$ cat src/rtl/core/sfr_pkg.sv
// sfr_pkg: shared types, constants and helper functions for the symbol frequency rank core
// no dependencies; imported by sfr_ctrl, sfr_dpath, symbol_frequency_rank_core and tb
`default_nettype none

package sfr_pkg;

   // counter and table geometry
   localparam int COUNT_WIDTH = 16;
   localparam int NUM_CLASSES = 30;
   localparam int NUM_LETTERS = 26;
   localparam int IDX_W       = $clog2(NUM_CLASSES);
   localparam int OUT_CNT_W   = 16;
   localparam int EXT_W       = (COUNT_WIDTH > OUT_CNT_W) ? COUNT_WIDTH : OUT_CNT_W;

   localparam logic [IDX_W-1:0] LAST_IDX      = IDX_W'(NUM_CLASSES - 1);
   localparam logic [IDX_W-1:0] LAST_SORT_IDX = IDX_W'(NUM_CLASSES - 2);

   // ascii codes
   localparam logic [7:0] CHAR_LC_A   = 8'h61;
   localparam logic [7:0] CHAR_LC_Z   = 8'h7a;
   localparam logic [7:0] CHAR_UC_A   = 8'h41;
   localparam logic [7:0] CHAR_UC_Z   = 8'h5a;
   localparam logic [7:0] CHAR_COMMA  = 8'h2c;
   localparam logic [7:0] CHAR_PERIOD = 8'h2e;
   localparam logic [7:0] CHAR_EXCL   = 8'h21;
   localparam logic [7:0] CHAR_SPACE  = 8'h20;

   // class slots of the punctuation symbols
   localparam logic [IDX_W-1:0] CLS_COMMA  = IDX_W'(NUM_LETTERS);
   localparam logic [IDX_W-1:0] CLS_PERIOD = IDX_W'(NUM_LETTERS + 1);
   localparam logic [IDX_W-1:0] CLS_EXCL   = IDX_W'(NUM_LETTERS + 2);
   localparam logic [IDX_W-1:0] CLS_SPACE  = IDX_W'(NUM_LETTERS + 3);

   typedef struct packed {
      logic [7:0] data_byte;
      logic       last_byte;
   } req_type;

   typedef struct packed {
      logic [7:0]           symbol_code;
      logic [OUT_CNT_W-1:0] symbol_count;
      logic                 rank_last;
   } rsp_type;

   typedef struct packed {
      logic [7:0]             sym;
      logic [COUNT_WIDTH-1:0] cnt;
   } entry_type;

   typedef struct packed {
      logic             hit;
      logic [IDX_W-1:0] idx;
   } cls_type;

   // what the registered read data is used for in the following cycle
   typedef enum logic [1:0] {
      TAG_NONE  = 2'd0,
      TAG_FIRST = 2'd1,
      TAG_CMP   = 2'd2
   } tag_type;

   typedef struct packed {
      logic             count_rd;
      logic             rd_en;
      logic [IDX_W-1:0] rd_addr;
      tag_type          rd_tag;
      logic             wr_j;
      logic             wr_b;
      logic [IDX_W-1:0] j_addr;
      logic             out_load;
      logic             clear;
   } cmd_type;

   typedef struct packed {
      logic out_free;
   } sts_type;

   function automatic cls_type class_of(input logic [7:0] b);
      cls_type    r;
      logic [7:0] off;
      r.hit = 1'b0;
      r.idx = '0;
      off   = '0;
      if (b >= CHAR_LC_A && b <= CHAR_LC_Z) begin
         off   = b - CHAR_LC_A;
         r.hit = 1'b1;
         r.idx = off[IDX_W-1:0];
      end else if (b >= CHAR_UC_A && b <= CHAR_UC_Z) begin
         off   = b - CHAR_UC_A;
         r.hit = 1'b1;
         r.idx = off[IDX_W-1:0];
      end else if (b == CHAR_COMMA) begin
         r.hit = 1'b1;
         r.idx = CLS_COMMA;
      end else if (b == CHAR_PERIOD) begin
         r.hit = 1'b1;
         r.idx = CLS_PERIOD;
      end else if (b == CHAR_EXCL) begin
         r.hit = 1'b1;
         r.idx = CLS_EXCL;
      end else if (b == CHAR_SPACE) begin
         r.hit = 1'b1;
         r.idx = CLS_SPACE;
      end
      return r;
   endfunction

   // symbol that sits in a slot after reset
   function automatic logic [7:0] reset_symbol(input logic [IDX_W-1:0] idx);
      logic [7:0] s;
      s = CHAR_LC_A + 8'(idx);
      if (idx == CLS_COMMA) begin
         s = CHAR_COMMA;
      end else if (idx == CLS_PERIOD) begin
         s = CHAR_PERIOD;
      end else if (idx == CLS_EXCL) begin
         s = CHAR_EXCL;
      end else if (idx == CLS_SPACE) begin
         s = CHAR_SPACE;
      end
      return s;
   endfunction

   function automatic logic [COUNT_WIDTH-1:0] sat_inc(input logic [COUNT_WIDTH-1:0] c);
      return (c == '1) ? c : c + COUNT_WIDTH'(1);
   endfunction

   function automatic logic [OUT_CNT_W-1:0] sat_out(input logic [COUNT_WIDTH-1:0] c);
      logic [EXT_W-1:0] ext;
      ext = EXT_W'(c);
      if (ext > EXT_W'({OUT_CNT_W{1'b1}})) begin
         return '1;
      end
      return ext[OUT_CNT_W-1:0];
   endfunction

endpackage

`default_nettype wire

$ cat src/rtl/core/symbol_frequency_rank_core.sv
// symbol_frequency_rank_core: top level, 30-class symbol histogram ranked by selection sort
// depends on sfr_pkg, sfr_ctrl and sfr_dpath
// counting: one byte per cycle, each count is a read-modify-write on a 30-entry table
// after a last_byte transfer: a drain state, then per position j a load, a scan of the later slots,
//   and writes of slot j and the best slot; the results are then read and loaded one at a time
// input is stalled from the last_byte transfer until the thirtieth result is loaded
// synchronous active-high reset empties the table (all counts zero, symbols a..z then , . ! space)
`default_nettype none

module symbol_frequency_rank_core
   import sfr_pkg::*;
(
   input  wire logic    clock,
   input  wire logic    reset,
   // byte stream
   input  wire logic    req_valid,
   output logic         req_ready,
   input  wire req_type req_data,
   // ranked results
   output logic         rsp_valid,
   input  wire logic    rsp_ready,
   output rsp_type      rsp_data
);

   // command and status between sequencer and datapath
   cmd_type cmd;
   sts_type sts;

   // sequencer: counting phase, per-position scan and swap, readout
   sfr_ctrl u_ctrl (
      .clock     (clock),
      .reset     (reset),
      .req_valid (req_valid),
      .req_last  (req_data.last_byte),
      .req_ready (req_ready),
      .sts       (sts),
      .cmd       (cmd)
   );

   // datapath: table memory with valid bits, saturating counters, best tracker,
   // output register so the last result can wait while new text is taken
   sfr_dpath u_dpath (
      .clock     (clock),
      .reset     (reset),
      .req_data  (req_data),
      .cmd       (cmd),
      .sts       (sts),
      .rsp_valid (rsp_valid),
      .rsp_ready (rsp_ready),
      .rsp_data  (rsp_data)
   );

endmodule

`default_nettype wire

$ cat src/rtl/core/sfr_ctrl.sv
// sfr_ctrl: sequencer for counting, selection sort and result readout
// depends on sfr_pkg for the command and status types
`default_nettype none

module sfr_ctrl
   import sfr_pkg::*;
(
   input  wire logic    clock,
   input  wire logic    reset,
   input  wire logic    req_valid,
   input  wire logic    req_last,
   output logic         req_ready,
   input  wire sts_type sts,
   output cmd_type      cmd
);

   typedef enum logic [8:0] {
      ST_COUNT     = 9'b000000001,
      ST_DRAIN     = 9'b000000010,
      ST_SORT_LOAD = 9'b000000100,
      ST_SORT_SCAN = 9'b000001000,
      ST_SORT_LAST = 9'b000010000,
      ST_SORT_WJ   = 9'b000100000,
      ST_SORT_WB   = 9'b001000000,
      ST_OUT_RD    = 9'b010000000,
      ST_OUT_LOAD  = 9'b100000000
   } state_type;

   state_type        state_ff, state_in;
   logic [IDX_W-1:0] j_ff, j_in;
   logic [IDX_W-1:0] i_ff, i_in;

   always_comb begin
      state_in    = state_ff;
      j_in        = j_ff;
      i_in        = i_ff;
      req_ready   = 1'b0;
      cmd         = '0;
      cmd.rd_tag  = TAG_NONE;
      cmd.rd_addr = i_ff;
      cmd.j_addr  = j_ff;
      case (state_ff)
         ST_COUNT: begin
            req_ready    = 1'b1;
            cmd.count_rd = req_valid;
            if (req_valid && req_last) begin
               state_in = ST_DRAIN;
            end
         end
         ST_DRAIN: begin
            // last count write lands this cycle
            j_in     = '0;
            state_in = ST_SORT_LOAD;
         end
         ST_SORT_LOAD: begin
            cmd.rd_en   = 1'b1;
            cmd.rd_addr = j_ff;
            cmd.rd_tag  = TAG_FIRST;
            i_in        = j_ff + IDX_W'(1);
            state_in    = ST_SORT_SCAN;
         end
         ST_SORT_SCAN: begin
            cmd.rd_en  = 1'b1;
            cmd.rd_tag = TAG_CMP;
            if (i_ff == LAST_IDX) begin
               state_in = ST_SORT_LAST;
            end else begin
               i_in = i_ff + IDX_W'(1);
            end
         end
         ST_SORT_LAST: begin
            state_in = ST_SORT_WJ;
         end
         ST_SORT_WJ: begin
            cmd.wr_j = 1'b1;
            state_in = ST_SORT_WB;
         end
         ST_SORT_WB: begin
            cmd.wr_b = 1'b1;
            if (j_ff == LAST_SORT_IDX) begin
               i_in     = '0;
               state_in = ST_OUT_RD;
            end else begin
               j_in     = j_ff + IDX_W'(1);
               state_in = ST_SORT_LOAD;
            end
         end
         ST_OUT_RD: begin
            cmd.rd_en = 1'b1;
            state_in  = ST_OUT_LOAD;
         end
         ST_OUT_LOAD: begin
            if (sts.out_free) begin
               cmd.out_load = 1'b1;
               if (i_ff == LAST_IDX) begin
                  cmd.clear = 1'b1;
                  state_in  = ST_COUNT;
               end else begin
                  i_in     = i_ff + IDX_W'(1);
                  state_in = ST_OUT_RD;
               end
            end
         end
         default: begin
            state_in = ST_COUNT;
         end
      endcase
   end

   always_ff @(posedge clock) begin
      if (reset) begin
         state_ff <= ST_COUNT;
         j_ff     <= '0;
         i_ff     <= '0;
      end else begin
         state_ff <= state_in;
         j_ff     <= j_in;
         i_ff     <= i_in;
      end
   end

   a_last_drains: assert property (@(posedge clock) disable iff (reset)
      (req_valid && req_ready && req_last) |=> (state_ff == ST_DRAIN))
      else $error("last transfer did not start the drain");

   a_clear_on_final: assert property (@(posedge clock) disable iff (reset)
      cmd.clear |-> (cmd.out_load && i_ff == LAST_IDX))
      else $error("counters cleared before the final result");

   a_no_mem_ops_while_counting: assert property (@(posedge clock) disable iff (reset)
      (cmd.rd_en || cmd.wr_j || cmd.wr_b) |-> !req_ready)
      else $error("sort or readout access while taking input");

endmodule

`default_nettype wire

$ cat src/rtl/core/sfr_dpath.sv
// sfr_dpath: class table memory, count read-modify-write, sort scan and output register
// depends on sfr_pkg; driven by commands from sfr_ctrl
`default_nettype none

module sfr_dpath
   import sfr_pkg::*;
(
   input  wire logic    clock,
   input  wire logic    reset,
   input  wire req_type req_data,
   input  wire cmd_type cmd,
   output sts_type      sts,
   output logic         rsp_valid,
   input  wire logic    rsp_ready,
   output rsp_type      rsp_data
);

   entry_type entry_mem [NUM_CLASSES];

   logic [NUM_CLASSES-1:0] vld_ff, vld_in;
   entry_type              rd_entry_ff;
   logic                   rd_vld_ff, rd_vld_in;
   logic [IDX_W-1:0]       rd_addr_ff, rd_addr_in;
   tag_type                rd_tag_ff, rd_tag_in;

   logic                   cls_vld_ff, cls_vld_in;
   logic [IDX_W-1:0]       cls_ff, cls_in;
   logic                   hit_ff, hit_in;
   logic [COUNT_WIDTH-1:0] wdata_ff, wdata_in;

   entry_type              best_ff, best_in;
   logic [IDX_W-1:0]       best_idx_ff, best_idx_in;
   entry_type              jent_ff, jent_in;

   logic                   rsp_valid_ff, rsp_valid_in;
   rsp_type                rsp_data_ff, rsp_data_in;

   cls_type                cur_cls;
   logic                   cnt_rd;
   logic                   rd_go;
   logic [IDX_W-1:0]       rd_addr;
   entry_type              eff;
   logic [COUNT_WIDTH-1:0] base_cnt;
   logic [COUNT_WIDTH-1:0] inc_cnt;
   logic                   wr_en;
   logic [IDX_W-1:0]       wr_addr;
   entry_type              wr_data;

   // read port: count lookup or sequencer address
   always_comb begin
      cur_cls = class_of(req_data.data_byte);
      cnt_rd  = cmd.count_rd && cur_cls.hit;
      rd_go   = cnt_rd || cmd.rd_en;
      rd_addr = cnt_rd ? cur_cls.idx : cmd.rd_addr;
   end

   // slots never written since the last clear read as their reset value
   always_comb begin
      eff.sym  = rd_vld_ff ? rd_entry_ff.sym : reset_symbol(rd_addr_ff);
      eff.cnt  = rd_vld_ff ? rd_entry_ff.cnt : '0;
      base_cnt = hit_ff ? wdata_ff : eff.cnt;
      inc_cnt  = sat_inc(base_cnt);
   end

   // write port: count update or one half of a swap
   always_comb begin
      wr_en       = 1'b0;
      wr_addr     = cls_ff;
      wr_data.sym = reset_symbol(cls_ff);
      wr_data.cnt = inc_cnt;
      if (cls_vld_ff) begin
         wr_en = 1'b1;
      end else if (cmd.wr_j) begin
         wr_en   = 1'b1;
         wr_addr = cmd.j_addr;
         wr_data = best_ff;
      end else if (cmd.wr_b) begin
         wr_en   = 1'b1;
         wr_addr = best_idx_ff;
         wr_data = jent_ff;
      end
   end

   always_ff @(posedge clock) begin
      if (wr_en) begin
         entry_mem[wr_addr] <= wr_data;
      end
      if (rd_go) begin
         rd_entry_ff <= entry_mem[rd_addr];
      end
   end

   always_comb begin
      vld_in = vld_ff;
      if (cmd.clear) begin
         vld_in = '0;
      end else if (wr_en) begin
         vld_in[wr_addr] = 1'b1;
      end
      rd_vld_in  = rd_go ? vld_ff[rd_addr] : rd_vld_ff;
      rd_addr_in = rd_go ? rd_addr : rd_addr_ff;
      rd_tag_in  = cmd.rd_tag;
   end

   // count pipeline with bypass for back-to-back hits on one class
   always_comb begin
      cls_vld_in = cnt_rd;
      cls_in     = cnt_rd ? cur_cls.idx : cls_ff;
      hit_in     = cnt_rd && cls_vld_ff && (cur_cls.idx == cls_ff);
      wdata_in   = cls_vld_ff ? inc_cnt : wdata_ff;
   end

   // selection scan: first strictly greater count wins
   always_comb begin
      best_in     = best_ff;
      best_idx_in = best_idx_ff;
      jent_in     = jent_ff;
      case (rd_tag_ff)
         TAG_FIRST: begin
            best_in     = eff;
            best_idx_in = rd_addr_ff;
            jent_in     = eff;
         end
         TAG_CMP: begin
            if (eff.cnt > best_ff.cnt) begin
               best_in     = eff;
               best_idx_in = rd_addr_ff;
            end
         end
         default: begin
            best_in = best_ff;
         end
      endcase
   end

   always_comb begin
      sts.out_free = !rsp_valid_ff || rsp_ready;
      rsp_data_in  = rsp_data_ff;
      rsp_valid_in = rsp_valid_ff;
      if (cmd.out_load) begin
         rsp_data_in.symbol_code  = eff.sym;
         rsp_data_in.symbol_count = sat_out(eff.cnt);
         rsp_data_in.rank_last    = (rd_addr_ff == LAST_IDX);
         rsp_valid_in             = 1'b1;
      end else if (rsp_ready) begin
         rsp_valid_in = 1'b0;
      end
   end

   always_ff @(posedge clock) begin
      if (reset) begin
         vld_ff       <= '0;
         rd_tag_ff    <= TAG_NONE;
         cls_vld_ff   <= 1'b0;
         hit_ff       <= 1'b0;
         rsp_valid_ff <= 1'b0;
      end else begin
         vld_ff       <= vld_in;
         rd_tag_ff    <= rd_tag_in;
         cls_vld_ff   <= cls_vld_in;
         hit_ff       <= hit_in;
         rsp_valid_ff <= rsp_valid_in;
      end
   end

   always_ff @(posedge clock) begin
      rd_vld_ff   <= rd_vld_in;
      rd_addr_ff  <= rd_addr_in;
      cls_ff      <= cls_in;
      wdata_ff    <= wdata_in;
      best_ff     <= best_in;
      best_idx_ff <= best_idx_in;
      jent_ff     <= jent_in;
      rsp_data_ff <= rsp_data_in;
   end

   assign rsp_valid = rsp_valid_ff;
   assign rsp_data  = rsp_data_ff;

   a_no_write_collision: assert property (@(posedge clock) disable iff (reset)
      !(cls_vld_ff && (cmd.wr_j || cmd.wr_b)))
      else $error("count write collides with a swap write");

   a_scan_after_best: assert property (@(posedge clock) disable iff (reset)
      (rd_tag_ff == TAG_CMP) |-> (rd_addr_ff > best_idx_ff))
      else $error("scan compared a slot at or before the current best");

   a_count_no_seq_read: assert property (@(posedge clock) disable iff (reset)
      cls_vld_ff |-> !cmd.rd_en)
      else $error("sequencer read during count update");

endmodule

`default_nettype wire

$ cat config.mk
export PLATFORM = sky130hd
export DESIGN_NAME = symbol_frequency_rank_core
export DESIGN_NICKNAME = d
export VERILOG_FILES = /design/src/rtl/core/sfr_pkg.sv /design/src/rtl/core/symbol_frequency_rank_core.sv /design/src/rtl/core/sfr_ctrl.sv /design/src/rtl/core/sfr_dpath.sv
export SDC_FILE = /design/constraint.sdc
export NUM_CORES = 1
export LEC_CHECK = 0
export ABC_CLOCK_PERIOD_IN_PS = 4700
export BUFFER_PORTS_ARGS = -buffer_cell sky130_fd_sc_hd__buf_2
export CAP_MARGIN = 20
export CORE_MARGIN = 2
export CORE_UTILIZATION = 42
export CTS_CLUSTER_DIAMETER = 150
export CTS_CLUSTER_SIZE = 10
export DETAILED_ROUTE_END_ITERATION = 6
export GPL_ROUTABILITY_DRIVEN = 0
export PLACE_DENSITY_LB_ADDON = 0.05
export REMOVE_ABC_BUFFERS = 1
export SETUP_SLACK_MARGIN = 0.05
export SLEW_MARGIN = 20
export SYNTH_ARGS = -nofsm -noshare
export SYNTH_HDL_FRONTEND = slang
export SYNTH_SLANG_ARGS = --single-unit
export TNS_END_PERCENT = 20
$ cat constraint.sdc
create_clock -name clock -period 4.7 [get_ports clock]
set_clock_uncertainty 0.15 [all_clocks]
set_input_delay 0.47 -clock clock [delete_from_list [all_inputs] [get_ports clock]]
set_output_delay 0.47 -clock clock [all_outputs]
set_load 0.005 [all_outputs]
==> qor_table.md <==
| Result | This run | Unit |
| --- | --- | --- |
| Via density per instance | 5.677 | - |
| Final routed wirelength across all metal layers | 97860 | um |
| Clock tree from TritonCTS | built | - |
| Layout cells sized above 1 | 0.1772 | - |
| Routed met1 length | 44570 | um |
| Maximum count of clock buffers along a single path | 3 | - |
| Syn Area/Cell | 15.17 | um^2 |
| Arrival time at the worst endpoint | 4.46 | ns |
| Count of input and output buffers | 39 | - |
| Number of enable-type register cells in the synthesized netlist | 849 | - |
| Final clock period utilization by the worst path | 0.9115 | - |
| Detailed-routed wire length on met2 | 46830 | um |
| Initial core utilization | 0.4240 | - |
| Instance count after placement with tap cells included | 3611 | - |
| Type of element capturing the critical path | flop | - |
| First-pass detailed-route iteration total | 5 | - |
| Layout filler cell count | 7445 | - |
| Sum Neg Setup Slack | 0 | ns |
| Global-route wire length before repair | 143900 | um |
| Final Worst Setup Slack | 0.4159 | ns |
| Die H | 299.9 | um |
| Clk sink count | 903 | - |
| Maximum single-stage delay on the critical path | 0.83 | ns |
| Number of antenna violations at the first check in global routing | 2 | - |
| All-Layer GR Usage | 0.2174 | - |
| Routed vias | 21333 | - |
| Detailed Place HPWL | 58460 | um |
| Top flip-flop cell by instance count after synthesis | edfxtp_1 | - |
| CTS H-tree depth | 3 | - |
| Mapped Cells | 2424 | - |
| Remaining global-route overflow | 0 | - |
| Finished Core Util | 0.4885 | - |
| Synthesized area | 36780 | um^2 |
| Clk network pwr share | 0.410 | - |
| Yosys Warn Count | 0 | - |
| Avg WL per Cell | 26.04 | um |
| Distinct cells, synth | 86 | - |
| Cell Rows | 108 | - |
| Root buffer cell | clkbuf_16 | - |
| Largest area contributor in the synthesized netlist | edfxtp_1 | - |
| Pwr Total | 0.01683 | W |
| Internal cell power | 0.01316 | W |
| Switching power share of the total | 0.2182 | - |
| Clock network latency to the later pin of the worst-skew pair | 0.66 | ns |
| Length of routed met3 wiring | 5044 | um |
| Full die area | 89950 | um^2 |
| Type of origin of the critical path | flop | - |
| Seq/Total Area, Yosys | 0.7226 | - |
| Worst slew pin tran | 1.135 | ns |
| Worst path required time | 4.88 | ns |
| Vias in the first global route | 21424 | - |
| Combinational share of power | 0.061 | - |
| Most repeated cell in the gate-level netlist after synthesis | edfxtp_1 | - |
| Number of DRC markers after the initial detailed-route iteration | 1767 | - |
| Crit Path Category | flop to flop | - |
| Count of state elements after synthesis | 903 | - |
| Final-report setup violation count | 0 | - |
| Post-route DRC | 0 | - |
| Count of pins over their slew limit | 0 | - |
| Share of the synthesized area in the top cell type | 0.6932 | - |
| Max-Cap Viols | 0 | - |
| Highest attainable clock frequency | 233.4 | MHz |
| Power density of the placed cells | 397.1 | nW/um^2 |
| # IOs | 40 | - |
| Antenna-violating nets left | 0 | - |
| Setup Slack @ Placement | 0.4538 | ns |
| Fin. Hold Viols | 0 | - |
| Std-Cell Core Area | 86750 | um^2 |
| Cell type of the slowest stage on the worst timing path | nor4_1 | - |
| Leakage power figure | 13.54 | nW |
| Status | complete, no violations | - |
| Crit path top cell by count | nand2_1 | - |
| Min Clock Period, post-route | 4.284 | ns |
| Layout Nets | 2605 | - |
| Path class of the lowest-slack min-delay path | input pin to flop | - |
| Synth top area cells | edfxtp_1 69%, mux2i_1 4.3%, nand2_1 3.0% | - |
| Clk pin slew, worst setup/hold paths | 0.06 | ns |
| Top Metal Used | met4 | - |
| Share of flip-flops with an asynchronous set or reset | 0 | - |
| Critical path, cell by cell | nor4_1, nand2_1, nor4b_1, o21a_1, o22ai_1, nor2_1, nand2_1, nor2_4, buf_12 | - |
| Net switching power | 0.003672 | W |
| Synth cell count leaders | 849 x edfxtp_1, 294 x nand2_1, 157 x mux2i_1 | - |
| Number of buffers created by CTS | 100 | - |
| Fin cells | 3758 | - |
| Sequential share of power | 0.529 | - |
| Maximum number of pins on one net before global-route repair | 105 | - |
| Rel. slew slack | 0.2433 | - |
| Die extent in x | 299.9 | um |
| Largest vdd supply drop | 0.0002468 | V |
| Number of setup buffers added after CTS | 0 | - |
| Area growth, synth to finish | 15.22 | % |
| Unrepaired setup endpoints after global routing | false | - |
| Highest net fanout along the worst path | 19 | - |
[state kept, by name, summed over array words and instances (netlist names)]
name                 flops
u_dpath.entry_mem      720
u_dpath.vld_ff          30
u_dpath.rsp_data        25
u_dpath.best_ff         24
u_dpath.jent_ff         24
u_dpath.rd_entry_ff     24
u_dpath.wdata_ff        16
u_ctrl.state_ff          9
u_ctrl.i_ff              5
u_ctrl.j_ff              5
u_dpath.best_idx_ff      5
u_dpath.cls_ff           5
u_dpath.rd_addr_ff       5
u_dpath.rd_tag_ff        2
u_dpath.cls_vld_ff       1
u_dpath.hit_ff           1
u_dpath.rd_vld_ff        1
u_dpath.rsp_valid        1
[metrics by stage]
| stage | cell area, um^2 | hold WS, ns |
|---|---|---|
| detailed placement | 39560 | 0.3022 |
| floorplan | 36210 | 0.2900 |
| global placement | 39530 | 0.2970 |
| CTS | 42340 | 0.04843 |
| finish | 42380 | 0.09137 |
| global route | 42370 | 0.1073 |
[routing by layer]
| layer | GRT usage | vias to the layer above |
|---|---|---|
| met2 | 0.3568 | 570 |
| li1 | - | 9706 |
| met5 | 0 | - |
| met4 | 0.05107 | 0 |
| met3 | 0.03020 | 88 |
| met1 | 0.3077 | 10969 |
[final cells by class]
type	count	area, um^2	area share
flip-flops and latches	903	26580	0.6272
multi-input cells	1347	9819	0.2317
clock buffers	139	2713	0.06401
repair buffers	160	1568	0.03700
well taps	1155	1445	0.03410
inverters	47	191.4	0.004517
clock inverters	5	58.81	0.001388
diodes	2	5.005	0.0001181
[critical path, delay by kind of cell (launching register included)]
kind,cells,cell delay (ns)
DFF,1,0.36
AOI/OAI and AO/OA,2,0.64
buffers and inverters,1,0.26
and+or+nand+nor,6,2.52
[kinds of logic (layout without fill, tap and decap cells)]
group | count (synthesis) | count (layout) | synth area share
xor+xnor | 28 | 28 | 0.006668
compound gates | 442 | 442 | 0.08736
other cells | 0 | 2 | 0
fa+ha+maj | 33 | 33 | 0.01123
flops | 903 | 903 | 0.7226
buf+inv | 174 | 351 | 0.02034
mux | 256 | 256 | 0.07311
simple gates | 588 | 588 | 0.07872
[power by group through the flow]
stage / sequential (W) / combinational, W / clock, W
detailed placement: 0.00906 / 0.00102 / 0
global route: 0.00889 / 0.00111 / 0.00741
floorplan: 0.00905 / 0.000649 / 0
CTS: 0.00889 / 0.00103 / 0.00709
finish: 0.00890 / 0.00103 / 0.00690
global placement: 0.00906 / 0.00100 / 0
[cell usage in the layout (no fill, tap or decap), drive strengths merged, types with 11 or more instances in the layout]
cell / count
edfxtp: 849
nand2: 295
buf: 159
mux2i: 158
clkbuf: 139
nor2: 108
a32oi: 102
mux2: 98
o22ai: 81
a21oi: 64
dfxtp: 54
inv: 50
o21ai: 46
o21a: 35
ha: 33
and3: 31
nand3: 30
and4: 26
a22oi: 26
a32o: 24
xnor2: 22
and2: 15
nor3: 14
nand4: 12
a21o: 11
nor2b: 11
[path summary, 6_finish.rpt]
path / startpoint / to / slack, ns / cells past startpoint
worst min-delay path: reset / u_dpath.rsp_valid / 0.09 / 2
worst max-delay path: u_ctrl.state_ff[0] / u_dpath.entry_mem[10][2] / 0.42 / 9
worst max register to register: u_ctrl.state_ff[0] / u_dpath.entry_mem[10][2] / 0.42 / 9
worst min register to register: u_dpath.vld_ff[9] / u_dpath.vld_ff[9] / 0.31 / 1
[what timing repair did]
action | in CTS | in global routing
gates resized for setup | 0 | 0
hold buffers | 1 | 0
hold endpoints to repair | 1 | 0
(Power assumes the default switching activity.)
